## src/rtl/pwc_pkg.sv

```systemverilog
package pwc_pkg;

    typedef enum logic [2:0] {
        KIND_WRITE   = 3'd0,
        KIND_TICK    = 3'd1,
        KIND_QUARTER = 3'd2,
        KIND_HALF    = 3'd3,
        KIND_ENABLE  = 3'd4
    } kind_t;

    typedef enum logic [1:0] {
        REG_VOLUME     = 2'd0,
        REG_SWEEP      = 2'd1,
        REG_TIMER_LOW  = 2'd2,
        REG_TIMER_HIGH = 2'd3
    } reg_index_t;

    localparam int unsigned DIVIDER_W     = 6;
    localparam logic [DIVIDER_W-1:0] DIVIDER_RESET = 6'd2;
    localparam int unsigned TIMER_W       = 11;
    localparam int unsigned PERIOD_W      = 17;
    localparam int unsigned LEVEL_W       = 5;
    localparam logic [3:0]  ENV_FULL      = 4'd15;

    typedef struct packed {
        logic signed [LEVEL_W-1:0] level;
        logic                      length_active;
    } result_t;

    function automatic logic [7:0] length_lookup(input logic [4:0] idx);
        logic [7:0] v;
        case (idx)
            5'd0:  v = 8'h0a;
            5'd1:  v = 8'hfe;
            5'd2:  v = 8'h14;
            5'd3:  v = 8'h02;
            5'd4:  v = 8'h28;
            5'd5:  v = 8'h04;
            5'd6:  v = 8'h50;
            5'd7:  v = 8'h06;
            5'd8:  v = 8'ha0;
            5'd9:  v = 8'h08;
            5'd10: v = 8'h3c;
            5'd11: v = 8'h0a;
            5'd12: v = 8'h0e;
            5'd13: v = 8'h0c;
            5'd14: v = 8'h1a;
            5'd15: v = 8'h0e;
            5'd16: v = 8'h0c;
            5'd17: v = 8'h10;
            5'd18: v = 8'h18;
            5'd19: v = 8'h12;
            5'd20: v = 8'h30;
            5'd21: v = 8'h14;
            5'd22: v = 8'h60;
            5'd23: v = 8'h16;
            5'd24: v = 8'hc0;
            5'd25: v = 8'h18;
            5'd26: v = 8'h48;
            5'd27: v = 8'h1a;
            5'd28: v = 8'h10;
            5'd29: v = 8'h1c;
            5'd30: v = 8'h20;
            default: v = 8'h1e;
        endcase
        return v;
    endfunction

    // bit n of the pattern is the output at duty position n
    function automatic logic duty_high(input logic [1:0] mode, input logic [2:0] step);
        logic [7:0] pattern;
        case (mode)
            2'd0:    pattern = 8'b0000_0010;
            2'd1:    pattern = 8'b0000_0110;
            2'd2:    pattern = 8'b0001_1110;
            default: pattern = 8'b1111_1001;
        endcase
        return pattern[step];
    endfunction

endpackage

```

## src/rtl/pwc_core.sv

```systemverilog
module pwc_core
    import pwc_pkg::*;
(
    input  logic                 aclk,
    input  logic                 aresetn,
    input  logic                 cfg_wen,
    input  logic [DIVIDER_W-1:0] cfg_wdata,
    input  logic                 req_accept,
    input  logic [2:0]           req_kind,
    input  logic [1:0]           req_index,
    input  logic [7:0]           req_value,
    input  logic                 req_enable,
    output result_t              result
);

    logic [DIVIDER_W-1:0] divider_reg;
    logic [1:0]           duty_mode_reg,       duty_mode_next;
    logic                 loop_flag_reg,       loop_flag_next;
    logic                 constant_flag_reg,   constant_flag_next;
    logic [3:0]           env_period_reg,      env_period_next;
    logic [TIMER_W-1:0]   timer_value_reg,     timer_value_next;
    logic [PERIOD_W-1:0]  reload_period_reg,   reload_period_next;
    logic [PERIOD_W-1:0]  countdown_reg,       countdown_next;
    logic [2:0]           duty_step_reg,       duty_step_next;
    logic [7:0]           length_count_reg,    length_count_next;
    logic                 halted_reg,          halted_next;
    logic [3:0]           env_divider_reg,     env_divider_next;
    logic [3:0]           env_counter_reg,     env_counter_next;
    logic [3:0]           volume_reg,          volume_next;
    logic [LEVEL_W-1:0]   level_reg,           level_next;

    logic [TIMER_W-1:0]               timer_written;
    logic [TIMER_W:0]                 timer_plus_one;
    logic [TIMER_W+DIVIDER_W:0]       period_product;
    logic [LEVEL_W-1:0]               vol_wide;

    always_ff @(posedge aclk) begin
        if (!aresetn) begin
            divider_reg <= DIVIDER_RESET;
        end else if (cfg_wen) begin
            divider_reg <= cfg_wdata;
        end
    end

    always_ff @(posedge aclk) begin
        if (!aresetn) begin
            duty_mode_reg     <= '0;
            loop_flag_reg     <= 1'b0;
            constant_flag_reg <= 1'b0;
            env_period_reg    <= '0;
            timer_value_reg   <= '0;
            reload_period_reg <= '0;
            countdown_reg     <= '0;
            duty_step_reg     <= '0;
            length_count_reg  <= '0;
            halted_reg        <= 1'b1;
            env_divider_reg   <= '0;
            env_counter_reg   <= '0;
            volume_reg        <= '0;
            level_reg         <= '0;
        end else if (req_accept) begin
            duty_mode_reg     <= duty_mode_next;
            loop_flag_reg     <= loop_flag_next;
            constant_flag_reg <= constant_flag_next;
            env_period_reg    <= env_period_next;
            timer_value_reg   <= timer_value_next;
            reload_period_reg <= reload_period_next;
            countdown_reg     <= countdown_next;
            duty_step_reg     <= duty_step_next;
            length_count_reg  <= length_count_next;
            halted_reg        <= halted_next;
            env_divider_reg   <= env_divider_next;
            env_counter_reg   <= env_counter_next;
            volume_reg        <= volume_next;
            level_reg         <= level_next;
        end
    end

    // period follows the timer value as written by this request
    assign timer_written  = (reg_index_t'(req_index) == REG_TIMER_HIGH)
                          ? {req_value[2:0], timer_value_reg[7:0]}
                          : {timer_value_reg[10:8], req_value};
    assign timer_plus_one = {1'b0, timer_written} + {{TIMER_W{1'b0}}, 1'b1};
    assign period_product = timer_plus_one * divider_reg;
    assign vol_wide       = {1'b0, volume_reg};

    always_comb begin
        duty_mode_next     = duty_mode_reg;
        loop_flag_next     = loop_flag_reg;
        constant_flag_next = constant_flag_reg;
        env_period_next    = env_period_reg;
        timer_value_next   = timer_value_reg;
        reload_period_next = reload_period_reg;
        countdown_next     = countdown_reg;
        duty_step_next     = duty_step_reg;
        length_count_next  = length_count_reg;
        halted_next        = halted_reg;
        env_divider_next   = env_divider_reg;
        env_counter_next   = env_counter_reg;
        volume_next        = volume_reg;
        level_next         = level_reg;

        case (kind_t'(req_kind))
            KIND_WRITE: begin
                case (reg_index_t'(req_index))
                    REG_VOLUME: begin
                        duty_mode_next     = req_value[7:6];
                        loop_flag_next     = req_value[5];
                        constant_flag_next = req_value[4];
                        env_period_next    = req_value[3:0];
                    end
                    REG_TIMER_LOW: begin
                        timer_value_next   = timer_written;
                        reload_period_next = period_product[PERIOD_W-1:0];
                    end
                    REG_TIMER_HIGH: begin
                        timer_value_next   = timer_written;
                        reload_period_next = period_product[PERIOD_W-1:0];
                        if (timer_written[10:3] == 8'd0) begin
                            level_next        = '0;
                            length_count_next = '0;
                            halted_next       = 1'b1;
                        end else begin
                            length_count_next = length_lookup(req_value[7:3]);
                            countdown_next    = period_product[PERIOD_W-1:0];
                            duty_step_next    = '0;
                            env_counter_next  = ENV_FULL;
                            env_divider_next  = env_period_reg;
                        end
                    end
                    default: begin
                    end
                endcase
            end
            KIND_TICK: begin
                if (reload_period_reg != '0) begin
                    if (countdown_reg == '0) begin
                        countdown_next = reload_period_reg - 1'b1;
                        if (length_count_reg != '0) begin
                            duty_step_next = duty_step_reg + 1'b1;
                        end
                    end else begin
                        countdown_next = countdown_reg - 1'b1;
                    end
                    if (halted_reg) begin
                        level_next = '0;
                    end else if (duty_high(duty_mode_reg, duty_step_next)) begin
                        level_next = vol_wide;
                    end else begin
                        level_next = -vol_wide;
                    end
                end
            end
            KIND_QUARTER: begin
                if (env_divider_reg == '0) begin
                    env_divider_next = env_period_reg;
                    if (env_counter_reg != '0) begin
                        env_counter_next = env_counter_reg - 1'b1;
                    end else if (loop_flag_reg) begin
                        env_counter_next = ENV_FULL;
                    end
                    volume_next = constant_flag_reg ? env_period_reg : env_counter_next;
                end else begin
                    env_divider_next = env_divider_reg - 1'b1;
                end
            end
            KIND_HALF: begin
                if (!loop_flag_reg && length_count_reg != '0) begin
                    length_count_next = length_count_reg - 1'b1;
                    if (length_count_next == '0) begin
                        volume_next = '0;
                    end
                end
            end
            KIND_ENABLE: begin
                halted_next = !req_enable;
                if (!req_enable) begin
                    level_next        = '0;
                    length_count_next = '0;
                end
            end
            default: begin
            end
        endcase
    end

    assign result.level         = level_next;
    assign result.length_active = (length_count_next != '0);

endmodule

```

## src/rtl/pwc_out_buf.sv

```systemverilog
module pwc_out_buf
    import pwc_pkg::*;
(
    input  logic    aclk,
    input  logic    aresetn,
    input  logic    push,
    input  result_t push_data,
    output logic    has_room,
    output logic    out_valid,
    input  logic    out_ready,
    output result_t out_data
);

    result_t head_reg, head_next;
    result_t tail_reg, tail_next;
    logic    head_valid_reg, head_valid_next;
    logic    tail_valid_reg, tail_valid_next;
    logic    pop;

    assign pop       = head_valid_reg && out_ready;
    assign has_room  = !tail_valid_reg;
    assign out_valid = head_valid_reg;
    assign out_data  = head_reg;

    always_comb begin
        head_next       = head_reg;
        tail_next       = tail_reg;
        head_valid_next = head_valid_reg;
        tail_valid_next = tail_valid_reg;
        if (pop) begin
            if (tail_valid_reg) begin
                head_next       = tail_reg;
                tail_valid_next = 1'b0;
            end else begin
                head_valid_next = 1'b0;
            end
            if (push) begin
                if (tail_valid_reg) begin
                    tail_next       = push_data;
                    tail_valid_next = 1'b1;
                end else begin
                    head_next       = push_data;
                    head_valid_next = 1'b1;
                end
            end
        end else if (push) begin
            if (head_valid_reg) begin
                tail_next       = push_data;
                tail_valid_next = 1'b1;
            end else begin
                head_next       = push_data;
                head_valid_next = 1'b1;
            end
        end
    end

    always_ff @(posedge aclk) begin
        if (!aresetn) begin
            head_valid_reg <= 1'b0;
            tail_valid_reg <= 1'b0;
        end else begin
            head_valid_reg <= head_valid_next;
            tail_valid_reg <= tail_valid_next;
        end
    end

    always_ff @(posedge aclk) begin
        head_reg <= head_next;
        tail_reg <= tail_next;
    end

endmodule

```

## src/rtl/pulse_wave_channel_top.sv

```systemverilog
// pulse wave channel: square-wave sound channel with envelope and length counter
//
// s_ channel takes one request per cycle while s_tready is high: a register
// write, timer tick, quarter frame, half frame or enable, with the kind in s_tuser.
// m_ channel returns exactly one result per request: the signed output level
// and whether the length counter is running.
// cfg_wen / cfg_wdata set the clock divider; write only while idle.
//
// a result is registered in the output buffer before it appears on m_tdata.
// throughput: one request per cycle while s_tready is high; channel state is
// updated in a single pass of logic between the request and the result register.
// a two-entry output buffer lets the next request in while a result waits;
// when the receiver stalls, s_tready drops once both entries are full.
// reset: synchronous, active low; channel halted, level 0, divider 2,
// output buffer empty.
module pulse_wave_channel_top
    import pwc_pkg::*;
(
    input  logic                 aclk,
    input  logic                 aresetn,
    input  logic                 cfg_wen,
    input  logic [DIVIDER_W-1:0] cfg_wdata,
    input  logic                 s_tvalid,
    output logic                 s_tready,
    input  logic [15:0]          s_tdata,  // reg_index[1:0], reg_value[9:2], enable_bit[10]
    input  logic [2:0]           s_tuser,  // kind[2:0]
    output logic                 m_tvalid,
    input  logic                 m_tready,
    output logic [7:0]           m_tdata   // level[4:0], length_active[5]
);

    logic    req_accept;
    result_t core_result;
    result_t out_result;

    assign req_accept = s_tvalid && s_tready;

    pwc_core u_core (
        .aclk       (aclk),
        .aresetn    (aresetn),
        .cfg_wen    (cfg_wen),
        .cfg_wdata  (cfg_wdata),
        .req_accept (req_accept),
        .req_kind   (s_tuser),
        .req_index  (s_tdata[1:0]),
        .req_value  (s_tdata[9:2]),
        .req_enable (s_tdata[10]),
        .result     (core_result)
    );

    pwc_out_buf u_out_buf (
        .aclk      (aclk),
        .aresetn   (aresetn),
        .push      (req_accept),
        .push_data (core_result),
        .has_room  (s_tready),
        .out_valid (m_tvalid),
        .out_ready (m_tready),
        .out_data  (out_result)
    );

    assign m_tdata = {2'b00, out_result.length_active, out_result.level};

endmodule

```

## config.mk

```make
export PLATFORM = sky130hd
export DESIGN_NAME = pulse_wave_channel_top
export DESIGN_NICKNAME = d
export VERILOG_FILES = /design/src/rtl/pwc_pkg.sv /design/src/rtl/pwc_core.sv /design/src/rtl/pwc_out_buf.sv /design/src/rtl/pulse_wave_channel_top.sv
export SDC_FILE = /design/constraint.sdc
export NUM_CORES = 1
export LEC_CHECK = 0
export ABC_AREA = 1
export BUFFER_PORTS_ARGS = -buffer_cell sky130_fd_sc_hd__clkbuf_2
export CORE_UTILIZATION = 55
export CTS_CLUSTER_DIAMETER = 100
export CTS_CLUSTER_SIZE = 10
export DETAILED_ROUTE_END_ITERATION = 16
export PLACE_DENSITY = 0.8
export SLEW_MARGIN = 20
export SYNTH_ARGS = -nofsm -noshare
export SYNTH_HDL_FRONTEND = slang
export SYNTH_HIERARCHICAL = 1
export SYNTH_SLANG_ARGS = --single-unit
```

## constraint.sdc

```tcl
create_clock -name aclk -period 11.3 [get_ports aclk]
set_input_delay 3.39 -clock aclk [delete_from_list [all_inputs] [get_ports aclk]]
set_output_delay 3.39 -clock aclk [all_outputs]
set_load 0.02 [all_outputs]
```

==> results of run 1 <==
-- synthesized netlist by cell type (all sizes together) --
| cell type | count | share of area |
|---|---|---|
| edfxtp | 12 | 0.042 |
| buf | 15 | 0.015 |
| o211ai | 6 | 0.0052 |
| xor2 | 25 | 0.026 |
| o22ai | 3 | 0.0022 |
| a211o | 1 | 0.0010 |
| o21ai | 123 | 0.076 |
| clkinv | 7 | 0.0032 |
| clkbuf | 22 | 0.0095 |
| inv | 230 | 0.10 |
| and2 | 1 | 0.00072 |
| nand4 | 11 | 0.0087 |
| a21oi | 108 | 0.062 |
| o2111ai | 4 | 0.0048 |
| a211oi | 5 | 0.0049 |
| nand3 | 74 | 0.044 |
| conb | 1 | 0.00043 |
| nand3b | 3 | 0.0026 |
| dfxtp | 90 | 0.21 |
| xnor2 | 7 | 0.0071 |
| o21bai | 4 | 0.0035 |
| a21o | 2 | 0.0017 |
| nor2 | 169 | 0.076 |
| fa | 40 | 0.092 |
| nand2 | 254 | 0.11 |
| o221ai | 3 | 0.0030 |
| a31o | 1 | 0.0010 |
| ha | 42 | 0.061 |
| a31oi | 3 | 0.0022 |
| or2 | 12 | 0.0087 |
| nor3 | 14 | 0.011 |
| o21a | 2 | 0.0017 |
| nor4 | 2 | 0.0014 |
-- per-layer routing --
layer	vias up	wire [um]	GRT usage
met4	0	600	0.109
met5	-	0	0
met2	210	9350	0.442
met1	3714	9230	0.345
met3	35	964	0.0394
li1	4130	-	-
-- where the power goes --
group	total [uW]	internal, uW	switching (uW)
Clock	314	162	152
Sequential	397	385	12.2
Combinational	376	125	250
-- layout by cell type, fill, tap and decap left out, types with 10 or more instances in the layout --
master	instances
sky130_fd_sc_hd__inv_1	220
sky130_fd_sc_hd__o21ai_1	13
sky130_fd_sc_hd__o21ai_0	101
sky130_fd_sc_hd__nor3_1	11
sky130_fd_sc_hd__a21oi_1	108
sky130_fd_sc_hd__nand3_1	70
sky130_fd_sc_hd__clkbuf_2	32
sky130_fd_sc_hd__ha_1	42
sky130_fd_sc_hd__edfxtp_1	12
sky130_fd_sc_hd__fa_1	40
sky130_fd_sc_hd__nor2_1	164
sky130_fd_sc_hd__nand2_1	244
sky130_fd_sc_hd__xor2_1	24
sky130_fd_sc_hd__nand4_1	10
sky130_fd_sc_hd__dfxtp_1	90
-- worst paths after layout --
path | end | slack (ns)
worst max-delay path | u_core/countdown_reg[14]$_SDFFE_PN0P_ | 2.72
worst min-delay path | u_core/countdown_reg[8]$_SDFFE_PN0P_ | 0.47
worst max register to register | u_core/countdown_reg[14]$_SDFFE_PN0P_ | 6.02
worst min register to register | u_core/countdown_reg[8]$_SDFFE_PN0P_ | 0.47
-- area by class of cell --
class / instances / area, um^2 / area share
Timing Repair Buffer: 36 / 190 / 0.0206
Inverter: 237 / 893 / 0.0969
Tap cell: 211 / 264 / 0.0286
Clock buffer: 10 / 239 / 0.0259
Clock inverter: 6 / 62.6 / 0.00679
Sequential cell: 102 / 2160 / 0.235
Multi-Input combinational cell: 921 / 5410 / 0.587
-- cell families (layout without fill, tap and decap cells) --
| logic type | count (synthesis) | after routing | synth area share |
|---|---|---|---|
| buf+inv | 274 | 289 | 0.127 |
| fa+ha+maj | 82 | 82 | 0.153 |
| simple gates | 540 | 540 | 0.267 |
| flops | 102 | 102 | 0.250 |
| other cells | 1 | 2 | 0.000433 |
| compound gates | 265 | 265 | 0.169 |
| xor+xnor | 32 | 32 | 0.0332 |
-- worst register-to-register path: stages, from the launching register on --
cell	delay [ns]
sky130_fd_sc_hd__dfxtp_1	0.31
sky130_fd_sc_hd__inv_1	0.05
sky130_fd_sc_hd__o21ai_2	0.20
sky130_fd_sc_hd__ha_1	0.18
sky130_fd_sc_hd__inv_1	0.06
sky130_fd_sc_hd__nor3_2	0.25
sky130_fd_sc_hd__nand3_2	0.15
sky130_fd_sc_hd__nor3_4	0.19
sky130_fd_sc_hd__nand3_1	0.12
sky130_fd_sc_hd__xor2_1	0.46
sky130_fd_sc_hd__nor2_1	0.13
sky130_fd_sc_hd__fa_1	0.52
sky130_fd_sc_hd__fa_1	0.51
sky130_fd_sc_hd__inv_1	0.06
sky130_fd_sc_hd__fa_1	0.53
sky130_fd_sc_hd__inv_1	0.05
sky130_fd_sc_hd__ha_1	0.36
sky130_fd_sc_hd__nand2_1	0.11
sky130_fd_sc_hd__nor2_1	0.12
sky130_fd_sc_hd__nand3_1	0.09
sky130_fd_sc_hd__nand4_1	0.11
sky130_fd_sc_hd__xor2_1	0.29
sky130_fd_sc_hd__nor2_1	0.07
sky130_fd_sc_hd__nor2_1	0.11
sky130_fd_sc_hd__nand2_1	0.06
sky130_fd_sc_hd__a21oi_1	0.10
-- stage by stage --
step / hold WS (ns) / utilization / area [um^2] / cells / setup slack (ns)
6_report: 0.467 / 0.602 / 9220 / 1523 / 2.72
5_1_grt: 0.484 / 0.602 / 9220 / 1523 / 2.24
4_1_cts: 0.469 / 0.602 / 9210 / 1523 / 2.79
3_5_place_dp: 0.457 / 0.582 / 8910 / 1507 / 2.43
3_3_place_gp: 0.456 / 0.582 / 8910 / 1507 / 2.45
2_1_floorplan: 0.433 / - / 8670 / 1297 / 3.34
==> metrics.md, run 1 <==
| Metric | Value |
|---|---|
| Global-route wire length before repair | `~35000 um` |
| Sequential-to-total area share from yosys stat | `0.250` |
| Worst Setup Path Type | `in -> reg` |
| Setup repair after global routing missed its margin | `no` |
| Die Footprint | `roughly 0.016 mm^2` |
| Number of antenna cells inserted | `0` |
| Detailed Route Iter0 Violations | `722` |
| Startpoint of the most critical hold path | `u_core/countdown_reg[8]$_SDFFE_PN0P_` |
| Maximum single-stage delay on the critical path | `roughly 0.53 ns` |
| Leakage power total | `between 0.004 and 0.005 uW` |
| Per-cell routed wire length | `approximately 13 um` |
| Time the worst path needs with I/O delays and setup | `around 8.6 ns` |
| Post-cts repair resize count | `0` |
| Remaining antenna violation count after routing | `0` |
| Number of endpoints failing setup at the final stage | `0` |
| Number of buffer cells added on primary ports | `32` |
| Via/cell ratio | `about 5.3` |
| Worst VDD drop | `0.0806 mV` |
| Share of the clock period used by the worst path | `0.759` |
| Buffers and inverters on the worst path | `5` |
| Remaining DRCs | `0` |
| Kind of start point of the critical path | `primary input` |
| Number of synthesized register bits | `just over 100` |
| Number of endpoints with negative hold slack in the final report | `0` |
| Arrival time reported for the critical path endpoint | `approximately 8.9 ns` |
| Die Span X | `128 um` |
| Total detailed-routing wirelength | `approximately 20000 um` |
| Yosys warnings | `6` |
| RePlAce Congestion | `0.925` |
| Most frequent CP cell | `sky130_fd_sc_hd__nor2_1` |
| Clock sink count | `between 100 and 150` |
| Clock transition at the register clock pins on the worst setup and hold paths after CTS | `around 0.07 ns` |
| IO Pins | `40` |
| Layout Area Growth over Synthesis | `6.41%` |
| Biggest fanout along the worst timing path | `22` |
| Largest net degree at the start of global routing | `59` |
| Height of the die | `128 um` |
| Routed vias | `8089` |
| Quantity of hold-fixing buffers added after cts | `0` |
| Maximum frequency from static timing analysis | `between 100 and 150 MHz` |
| Remaining Overflow, GRT | `0` |
| Slowest library cell on the worst path | `sky130_fd_sc_hd__fa_1` |
| Crit. path cell count | `28` |
| Post-Route Skew | `0.0130 ns` |
| Number of buffers created by CTS | `9` |
| Cell type group with the largest total delay on the critical path | `adder cells` |
| Fraction of layout instances using a drive strength above 1 | `0.0823` |
| Overall routing resource usage | `0.265` |
| Floorplan Core Area | `around 0.015 mm^2` |
| Number of levels in the clock H-tree | `3` |
| Maximum count of clock buffers along a single path | `2` |
| Synth Instances | `roughly 1300` |
| Slew Limit Headroom | `0.370` |
| Number of nets in the layout | `about 1400` |
| Reg2reg start | `u_core/timer_value_reg[1]$_SDFFE_PN0P_` |
| Actual transition at the worst max-transition pin | `just over 0.9 ns` |
| Syn_area_per_cell | `between 6 and 7 um^2` |
| Count of fill cells added during filler insertion | `1482` |
| Number of maximum-capacitance violations | `0` |
| Crit path from | `s_tdata[1]` |
| Power consumption | `between 1000 and 1500 uW` |
| Number of antenna violations at the first check in global routing | `0` |
| Worst Hold Path Cells | `2` |
| Final Slew Violations | `0` |
| Post CTS Setup Buffer Count | `0` |
| Power per standard cell area | `118 mW/mm^2` |
| Class of the tightest hold or removal check | `reg -> reg` |
| Clock network latency to the later pin of the worst-skew pair | `roughly 0.37 ns` |
| Cell count of the worst reg-to-reg path | `25` |
| First-pass iteration count of the detailed router | `6` |
| Unique cell type count in the Yosys netlist | `54` |
| Starting density of the core | `0.566` |
| CP Data Required Time | `~12 ns` |
| Cell area after synthesis | `slightly below 0.009 mm^2` |
| Status | `finished, final reports clean` |
| Type of destination of the critical path | `flop` |
| Buffer type at the clock tree root | `sky130_fd_sc_hd__clkbuf_16` |
| Std-Cell Rows | `45` |
| HPWL after DPL | `15100 um` |
| Number of global-route vias before repair | `~7500` |
| Aggregate negative setup slack | `0 ns` |
| TritonCTS clock tree | `built` |
(Power assumes the default switching activity.)
==> run 2: changes to the inputs <==
==> constraint.sdc (replaced) <==
create_clock -name aclk -period 8.3 [get_ports aclk]
set_input_delay 2.49 -clock aclk [delete_from_list [all_inputs] [get_ports aclk]]
set_output_delay 2.49 -clock aclk [all_outputs]
set_load 0.02 [all_outputs]
==> metrics.md, run 2 (synthesis results as in run 1) <==
| Metric | Value |
|---|---|
| Status | `finished, final reports clean` |
| Largest net degree at the start of global routing | `59 (unchanged)` |
| Worst Hold Path Cells | `2 (unchanged)` |
| Class of the tightest hold or removal check | `reg -> reg` |
| RePlAce Congestion | `0.912 (-1.5%)` |
| Number of global-route vias before repair | `7741 (+3.2%)` |
| Most frequent standard cell in the layout excluding fill and tap cells | `sky130_fd_sc_hd__nand2_1` |
| Post-Route Skew | `0.00802 ns (-0.00495 ns)` |
| Number of endpoints with negative hold slack in the final report | `0 (unchanged)` |
| Total detailed-routing wirelength | `20400 um (+1.5%)` |
| Slew Limit Headroom | `0.386 (+0.0162)` |
| Number of buffer cells added on primary ports | `32 (unchanged)` |
| Global-route wire length before repair | `35300 um (+1.5%)` |
| Time the worst path needs with I/O delays and setup | `about 7.4 ns` |
| Number of nets in the layout | `1421 (+0.14%)` |
| Leakage power total | `0.00457 uW (+0.18%)` |
| Placed cell area | `0.00893 mm^2 (+0.17%)` |
| Cell count of the worst reg-to-reg path | `24 (-4.0%)` |
| Per-cell routed wire length | `13.4 um (+1.3%)` |
| Setup repair after global routing missed its margin | `no` |
| Remaining Overflow, GRT | `0 (unchanged)` |
| Minimum setup slack among reg-to-reg paths | `3.04 ns (-2.98 ns)` |
| Routed vias | `8218 (+1.6%)` |
| Number of levels in the clock H-tree | `3 (unchanged)` |
| End of the worst hold path | `u_core/countdown_reg[8]$_SDFFE_PN0P_` |
| CP Data Required Time | `8.58 ns (-3.02 ns)` |
| Post CTS Setup Buffer Count | `0 (unchanged)` |
| Share of the clock period used by the worst path | `0.889` |
| Reg2reg start | `u_core/timer_value_reg[0]$_SDFFE_PN0P_` |
| Final Slew Violations | `0 (unchanged)` |
| First-pass iteration count of the detailed router | `5 (-1)` |
| Number of maximum-capacitance violations | `0 (unchanged)` |
| Clock network latency to the later pin of the worst-skew pair | `0.36 ns (about the same)` |
| HPWL after DPL | `15400 um (+1.7%)` |
| Startpoint of the most critical hold path | `u_core/countdown_reg[8]$_SDFFE_PN0P_` |
| Total non-filler cell area in the finished layout | `0.00924 mm^2 (+0.24%)` |
| Detailed Route Iter0 Violations | `604 (-16%)` |
| Overall routing resource usage | `0.268 (+0.00240)` |
| Actual transition at the worst max-transition pin | `0.912 ns (-0.0241 ns)` |
| Buffer type at the clock tree root | `sky130_fd_sc_hd__clkbuf_16` |
| Floorplan Core Area | `0.0153 mm^2 (unchanged)` |
| Most used cells in the layout excluding fill and tap cells | `sky130_fd_sc_hd__nand2_1, sky130_fd_sc_hd__inv_1, sky130_fd_sc_hd__nor2_1` |
| Aggregate negative setup slack | `0 ns (unchanged)` |
| Remaining DRCs | `0 (unchanged)` |
| Worst VDD drop | `0.128 mV (+59%)` |
| Layout Area Growth over Synthesis | `6.67%` |
| Number of antenna violations at the first check in global routing | `0 (unchanged)` |
| Type of destination of the critical path | `flop` |
| Starting density of the core | `0.566 (unchanged)` |
| Quantity of hold-fixing buffers added after cts | `0 (unchanged)` |
| Fraction of layout instances using a drive strength above 1 | `0.0830 (+0.000636)` |
| Die Span X | `128 um (unchanged)` |
| Power per standard cell area | `162 mW/mm^2 (+38%)` |
| Biggest fanout along the worst timing path | `18 (-18%)` |
| Post-cts repair resize count | `0 (unchanged)` |
| Core utilization of the finished layout | `0.603 (+0.00147)` |
| Std-Cell Rows | `45 (unchanged)` |
| Clock transition at the register clock pins on the worst setup and hold paths after CTS | `0.07 ns (about the same)` |
| TritonCTS clock tree | `built` |
| Maximum frequency from static timing analysis | `roughly 140 MHz` |
| Arrival time reported for the critical path endpoint | `7.66 ns (-1.21 ns)` |
| Die Footprint | `0.0163 mm^2 (unchanged)` |
| Terminus of the critical flop-to-flop path | `u_core/countdown_reg[13]$_SDFFE_PN0P_` |
| Height of the die | `128 um (unchanged)` |
| Number of antenna cells inserted | `0 (unchanged)` |
| Via/cell ratio | `5.39 (+1.5%)` |
| Maximum count of clock buffers along a single path | `2 (unchanged)` |
| Number of buffers created by CTS | `9 (unchanged)` |
| Clock sink count | `102 (unchanged)` |
| Number of endpoints failing setup at the final stage | `0 (unchanged)` |
| Worst Setup Path Type | `in -> reg` |
| IO Pins | `40 (unchanged)` |
| Kind of start point of the critical path | `primary input` |
| Remaining antenna violation count after routing | `0 (unchanged)` |
-- run 2: cell count changes in the layout (fill, tap and decap cells not counted) --
cell	before	now
sky130_fd_sc_hd__buf_4	4	6
sky130_fd_sc_hd__inv_6	3	1
sky130_fd_sc_hd__bufinv_16	0	1
sky130_fd_sc_hd__clkbuf_1	0	1
sky130_fd_sc_hd__clkinv_8	1	0
sky130_fd_sc_hd__clkinvlp_4	0	1
-- run 2: metal layers --
layer  share of wire  global-route usage
met3           0.051              0.0373
met1            0.45               0.340
met4           0.026               0.106
met2            0.47               0.459
met5               0                   0
-- run 2: worst max path at each step --
| stage | depth (start not counted) | slack (ns) | startpoint | end |
|---|---|---|---|---|
| final | 26 | 0.92 | s_tdata[1] | u_core/countdown_reg[13]$_SDFFE_PN0P_ |
| after global routing | 25 | 0.47 | s_tdata[1] | u_core/countdown_reg[14]$_SDFFE_PN0P_ |
| after detailed placement | 29 | 0.64 | s_tdata[1] | u_core/countdown_reg[13]$_SDFFE_PN0P_ |
| after floorplan | 29 | 1.24 | s_tdata[0] | u_core/countdown_reg[13]$_SDFFE_PN0P_ |
| after CTS | 29 | 0.98 | s_tdata[1] | u_core/countdown_reg[13]$_SDFFE_PN0P_ |
| after global placement | 25 | 0.76 | s_tdata[1] | u_core/countdown_reg[14]$_SDFFE_PN0P_ |
-- run 2: power breakdown --
part	leakage, uW	total [uW]	switching [uW]	internal, uW
registers	0.000849	540	16.2	524
clock network	0.000148	444	198	246
logic	0.00357	515	343	172
-- run 2: final cells by class --
type	count	area (um^2)
multi-input combinational	921	5410
fill	1433	6070
clock inverter	5	66.3
clock buffer	11	243
timing repair buffer	38	205
sequential	102	2160
inverter	237	893
tap	211	264
-- run 2: worst max-delay path, stage by stage --
cell and delay (ns):
sky130_fd_sc_hd__clkbuf_2 0.13, sky130_fd_sc_hd__nand2_2 0.13, sky130_fd_sc_hd__buf_4 0.29, sky130_fd_sc_hd__nand2_1 0.13
sky130_fd_sc_hd__o21ai_4 0.11, sky130_fd_sc_hd__inv_2 0.06, sky130_fd_sc_hd__nor3_2 0.24, sky130_fd_sc_hd__nand3_2 0.15
sky130_fd_sc_hd__xor2_1 0.53, sky130_fd_sc_hd__nor2_1 0.15, sky130_fd_sc_hd__fa_1 0.53, sky130_fd_sc_hd__fa_1 0.56
sky130_fd_sc_hd__inv_1 0.06, sky130_fd_sc_hd__fa_1 0.53, sky130_fd_sc_hd__inv_1 0.04, sky130_fd_sc_hd__ha_1 0.32
sky130_fd_sc_hd__inv_1 0.10, sky130_fd_sc_hd__o21bai_1 0.08, sky130_fd_sc_hd__a21oi_1 0.19, sky130_fd_sc_hd__nand2_1 0.12
sky130_fd_sc_hd__a31oi_1 0.19, sky130_fd_sc_hd__xnor2_1 0.19, sky130_fd_sc_hd__nor2_1 0.07, sky130_fd_sc_hd__nor2_1 0.10
sky130_fd_sc_hd__o21ai_1 0.08, sky130_fd_sc_hd__a21oi_1 0.12
-- run 2: stage by stage --
| step | hold WS, ns | power (uW) | cells | setup WS (ns) |
|---|---|---|---|---|
| after floorplan | 0.433 | 944 | 1297 | 1.24 |
| after global placement | 0.455 | 1050 | 1509 | 0.756 |
| after detailed placement | 0.456 | 1060 | 1509 | 0.644 |
| after CTS | 0.466 | 1500 | 1525 | 0.985 |
| after global routing | 0.478 | 1600 | 1525 | 0.474 |
| final | 0.465 | 1500 | 1525 | 0.922 |
==> run 3: changes to the inputs <==
--- a/config.mk
+++ b/config.mk
@@ -5,13 +5,13 @@
 export SDC_FILE = /design/constraint.sdc
 export NUM_CORES = 1
 export LEC_CHECK = 0
-export ABC_AREA = 1
 export BUFFER_PORTS_ARGS = -buffer_cell sky130_fd_sc_hd__clkbuf_2
 export CORE_UTILIZATION = 55
 export CTS_CLUSTER_DIAMETER = 100
 export CTS_CLUSTER_SIZE = 10
 export DETAILED_ROUTE_END_ITERATION = 16
-export PLACE_DENSITY = 0.8
+export PLACE_DENSITY = 0.79
+export REMOVE_ABC_BUFFERS = 1
 export SLEW_MARGIN = 20
 export SYNTH_ARGS = -nofsm -noshare
 export SYNTH_HDL_FRONTEND = slang
==> constraint.sdc (replaced) <==
create_clock -name aclk -period 8.6 [get_ports aclk]
set_input_delay 2.58 -clock aclk [delete_from_list [all_inputs] [get_ports aclk]]
set_output_delay 2.58 -clock aclk [all_outputs]
set_load 0.02 [all_outputs]
==> metrics.md, run 3 <==
| Metric | Value |
|---|---|
| Status | `finished, final reports clean` |
| Post CTS Setup Buffer Count | `0 (unchanged)` |
| Die Footprint | `0.0167 mm^2 (+3.0%)` |
| Top cells by area in the synthesized netlist | `sky130_fd_sc_hd__dfxtp_1, sky130_fd_sc_hd__fa_1, sky130_fd_sc_hd__ha_1` |
| Number of antenna cells inserted | `0 (unchanged)` |
| Floorplan Core Area | `0.0159 mm^2 (+3.7%)` |
| Quantity of hold-fixing buffers added after cts | `0 (unchanged)` |
| RePlAce Congestion | `0.898 (-1.5%)` |
| Slowest library cell on the worst path | `sky130_fd_sc_hd__fa_1` |
| Number of endpoints failing setup at the final stage | `0 (unchanged)` |
| Biggest fanout along the worst timing path | `9 (-9)` |
| Per-cell routed wire length | `16.2 um (+21%)` |
| Fraction of power consumed by combinational cells | `0.295 (-0.049)` |
| Sequential-to-total area share from yosys stat | `0.242 (-0.00731)` |
| IO Pins | `40 (unchanged)` |
| Buffer type at the clock tree root | `sky130_fd_sc_hd__clkbuf_16` |
| Leading register cell type out of synthesis | `sky130_fd_sc_hd__dfxtp_1` |
| Maximum single-stage delay on the critical path | `0.52 ns (-0.04 ns)` |
| Type of destination of the critical path | `flop` |
| Number of levels in the clock H-tree | `3 (unchanged)` |
| Int Pwr | `838 uW (-11%)` |
| Crit path from | `s_tdata[1]` |
| Detailed Route Iter0 Violations | `724 (+20%)` |
| Total non-filler cell area in the finished layout | `0.00945 mm^2 (+2.2%)` |
| Number of synthesized register bits | `102 (unchanged)` |
| Starting density of the core | `0.562 (-0.00386)` |
| Clock sink count | `102 (unchanged)` |
| Remaining Overflow, GRT | `0 (unchanged)` |
| Post-cts repair resize count | `0 (unchanged)` |
| Net switching power of the design | `460 uW (-18%)` |
| Largest area contributor in the netlist | `sky130_fd_sc_hd__dfxtp_1` |
| Kind of start point of the critical path | `primary input` |
| HPWL after DPL | `15800 um (+2.8%)` |
| Overall routing resource usage | `0.274 (+0.00606)` |
| CP Data Required Time | `8.86 ns (+0.28 ns)` |
| Arrival time reported for the critical path endpoint | `8.06 ns (+0.40 ns)` |
| Capture point of the critical path | `u_core/countdown_reg[16]$_SDFFE_PN0P_` |
| Global-route wire length before repair | `36600 um (+3.6%)` |
| Clock transition at the register clock pins on the worst setup and hold paths after CTS | `0.08 ns (about the same)` |
| Clock share of power | `0.308 (+0.012)` |
| Syn_area_per_cell | `7.85 um^2 (+17%)` |
| Yosys warnings | `6 (unchanged)` |
| TritonCTS clock tree | `built` |
| Number of global-route vias before repair | `7426 (-4.1%)` |
| Total detailed-routing wirelength | `21900 um (+6.9%)` |
| Terminus of the critical flop-to-flop path | `u_core/countdown_reg[16]$_SDFFE_PN0P_` |
| Power per standard cell area | `137 mW/mm^2 (-15%)` |
| Unique cell type count in the Yosys netlist | `82 (+52%)` |
| Synth Instances | `1137 (-12%)` |
| Std-Cell Rows | `46 (+2.2%)` |
| Final Slew Violations | `0 (unchanged)` |
| Routed vias | `8151 (-0.82%)` |
| Sequential share of power | `0.396 (+0.036)` |
| Post-Route Skew | `0.00890 ns (+0.000877 ns)` |
| Largest net degree at the start of global routing | `73 (+24%)` |
| Place WS | `0.518 ns (-0.126 ns)` |
| EDFF count, synth | `12 (unchanged)` |
| Remaining antenna violation count after routing | `0 (unchanged)` |
| Cell area after synthesis | `0.00892 mm^2 (+3.0%)` |
| Class of the tightest hold or removal check | `reg -> reg` |
| Number of endpoints with negative hold slack in the final report | `0 (unchanged)` |
| Number of maximum-capacitance violations | `0 (unchanged)` |
| Proportion of netlist area held by the largest area contributor | `0.202 (-0.00609)` |
| Actual transition at the worst max-transition pin | `1.01 ns (+0.0996 ns)` |
| Height of the die | `129 um (+1.5%)` |
| Layout Area Growth over Synthesis | `5.86%` |
| Time the worst path needs with I/O delays and setup | `7.81 ns` |
| Share of the clock period used by the worst path | `0.908` |
| Critical path, cell by cell | `clkbuf_2 > and2_1 > nand2_1 > nand2_1 > ha_1 > nor2b_1 > nand2_1 > xor2_1 > and2_1 > fa_1 > fa_1 > inv_1 > fa_1 > inv_1 > ha_1 > o21ai_0 > o21ai_0 > a211oi_1 > o41ai_1 > xnor2_1 > o41ai_1` |
| Fraction of layout instances using a drive strength above 1 | `0.0801 (-0.00285)` |
| Number of antenna violations at the first check in global routing | `0 (unchanged)` |
| Via/cell ratio | `6.03 (+12%)` |
| Leading post-synthesis cells by instance count | `sky130_fd_sc_hd__nand2_1, sky130_fd_sc_hd__nor2_1, sky130_fd_sc_hd__a21oi_1, sky130_fd_sc_hd__dfxtp_1, sky130_fd_sc_hd__inv_1` |
| Least setup slack across all paths after layout | `0.793 ns (-0.129 ns)` |
| Die Span X | `129 um (+1.5%)` |
| Number of nets in the layout | `1243 (-13%)` |
| Placed cell area | `0.00917 mm^2 (+2.7%)` |
| Leakage power total | `0.00387 uW (-15%)` |
| Fraction of registers with async set or reset after synthesis | `0 (unchanged)` |
| Cell count of the worst reg-to-reg path | `19 (-21%)` |
| Fraction of power spent switching nets | `0.354 (-0.0176)` |
| Most used cells in the layout excluding fill and tap cells | `sky130_fd_sc_hd__nor2_1, sky130_fd_sc_hd__nand2_1, sky130_fd_sc_hd__a21oi_1, sky130_fd_sc_hd__dfxtp_1, sky130_fd_sc_hd__inv_1` |
| Reg2reg start | `u_core/timer_value_reg[0]$_SDFFE_PN0P_` |
| Maximum count of clock buffers along a single path | `2 (unchanged)` |
| Slew Limit Headroom | `0.321 (-0.0646)` |
| First-pass iteration count of the detailed router | `5 (unchanged)` |
| Number of buffers created by CTS | `9 (unchanged)` |
| Setup repair after global routing missed its margin | `no` |
| Maximum frequency from static timing analysis | `between 100 and 150 MHz` |
| Aggregate negative setup slack | `0 ns (unchanged)` |
| Clock network latency to the later pin of the worst-skew pair | `0.36 ns (about the same)` |
| Worst VDD drop | `0.103 mV (-20%)` |
| Minimum setup slack among reg-to-reg paths | `3.16 ns (+0.12 ns)` |
| Remaining DRCs | `0 (unchanged)` |
| Worst Setup Path Type | `in -> reg` |
| Number of buffer cells added on primary ports | `32 (unchanged)` |
-- run 3: cell types whose count changed after synthesis, moves of 32 or more --
cell | previous run | this run
sky130_fd_sc_hd__o21ai_0 | 101 | 48
sky130_fd_sc_hd__and2_1 | 1 | 62
sky130_fd_sc_hd__inv_1 | 220 | 77
sky130_fd_sc_hd__nand2_1 | 244 | 112
sky130_fd_sc_hd__nand3_1 | 71 | 27
sky130_fd_sc_hd__mux2i_1 | 0 | 32
sky130_fd_sc_hd__nor2_1 | 164 | 112
-- run 3: cell type report --
class | count | area (um^2)
Fill cell | 1459 | 6440
Multi-Input combinational cell | 897 | 6210
Sequential cell | 102 | 2160
Inverter | 80 | 300
Tap cell | 216 | 270
Timing Repair Buffer | 41 | 228
Clock buffer | 9 | 225
Clock inverter | 7 | 56.3
-- run 3: cells by family (layout without fill, tap and decap cells) --
| kind of cell | after synthesis | in the layout | share of synthesized area |
|---|---|---|---|
| DFF | 102 | 102 | 0.242 |
| muxes | 37 | 37 | 0.0430 |
| AOI/OAI and AO/OA | 288 | 288 | 0.209 |
| buffers and inverters | 139 | 137 | 0.0634 |
| other | 1 | 2 | 0.000420 |
| and+or+nand+nor | 452 | 452 | 0.258 |
| xor gates and xnor gates | 36 | 36 | 0.0353 |
| adders and majority gates | 82 | 82 | 0.149 |
-- run 3: critical path, delay by kind of cell --
family | cells | cell delay, ns
buf+inv | 3 | 0.26
simple gates | 6 | 1.18
fa+ha+maj | 5 | 1.94
xor+xnor | 2 | 0.66
compound gates | 5 | 1.42
-- run 3: layer usage --
layer	vias up	global-route usage	wire length (um)
li1	4002	-	-
met1	3868	0.375	10000
met2	256	0.446	10200
met3	25	0.0421	1300
met4	0	0.0796	357
met5	-	0	0
-- run 3: how the worst min path moves through the flow --
stage | from | depth (start not counted) | endpoint
floorplan | u_core/level_reg[2]$_SDFFE_PN0P_ | 2 | u_core/level_reg[2]$_SDFFE_PN0P_
detailed placement | u_core/level_reg[2]$_SDFFE_PN0P_ | 2 | u_core/level_reg[2]$_SDFFE_PN0P_
global route | u_core/reload_period_reg[15]$_SDFFE_PN0P_ | 2 | u_core/reload_period_reg[15]$_SDFFE_PN0P_
global placement | u_core/level_reg[2]$_SDFFE_PN0P_ | 2 | u_core/level_reg[2]$_SDFFE_PN0P_
finish | u_core/level_reg[2]$_SDFFE_PN0P_ | 2 | u_core/level_reg[2]$_SDFFE_PN0P_
CTS | u_core/level_reg[2]$_SDFFE_PN0P_ | 2 | u_core/level_reg[2]$_SDFFE_PN0P_
-- run 3: power groups by stage --
| stage | Combinational (uW) | Sequential, uW | Clock, uW |
|---|---|---|---|
| detailed placement | 376 | 525 | 0 |
| global route | 432 | 517 | 427 |
| finish | 383 | 514 | 400 |
| global placement | 369 | 524 | 0 |
| CTS | 379 | 514 | 411 |
| floorplan | 276 | 522 | 0 |
-- run 3: through the flow --
stage | total power (uW) | util | instances | hold slack [ns]
CTS | 1300 | 0.595 | 1352 | 0.470
floorplan | 798 | - | 1079 | 0.425
detailed placement | 901 | 0.577 | 1336 | 0.447
global placement | 894 | 0.577 | 1336 | 0.443
global route | 1380 | 0.595 | 1352 | 0.495
finish | 1300 | 0.595 | 1352 | 0.466
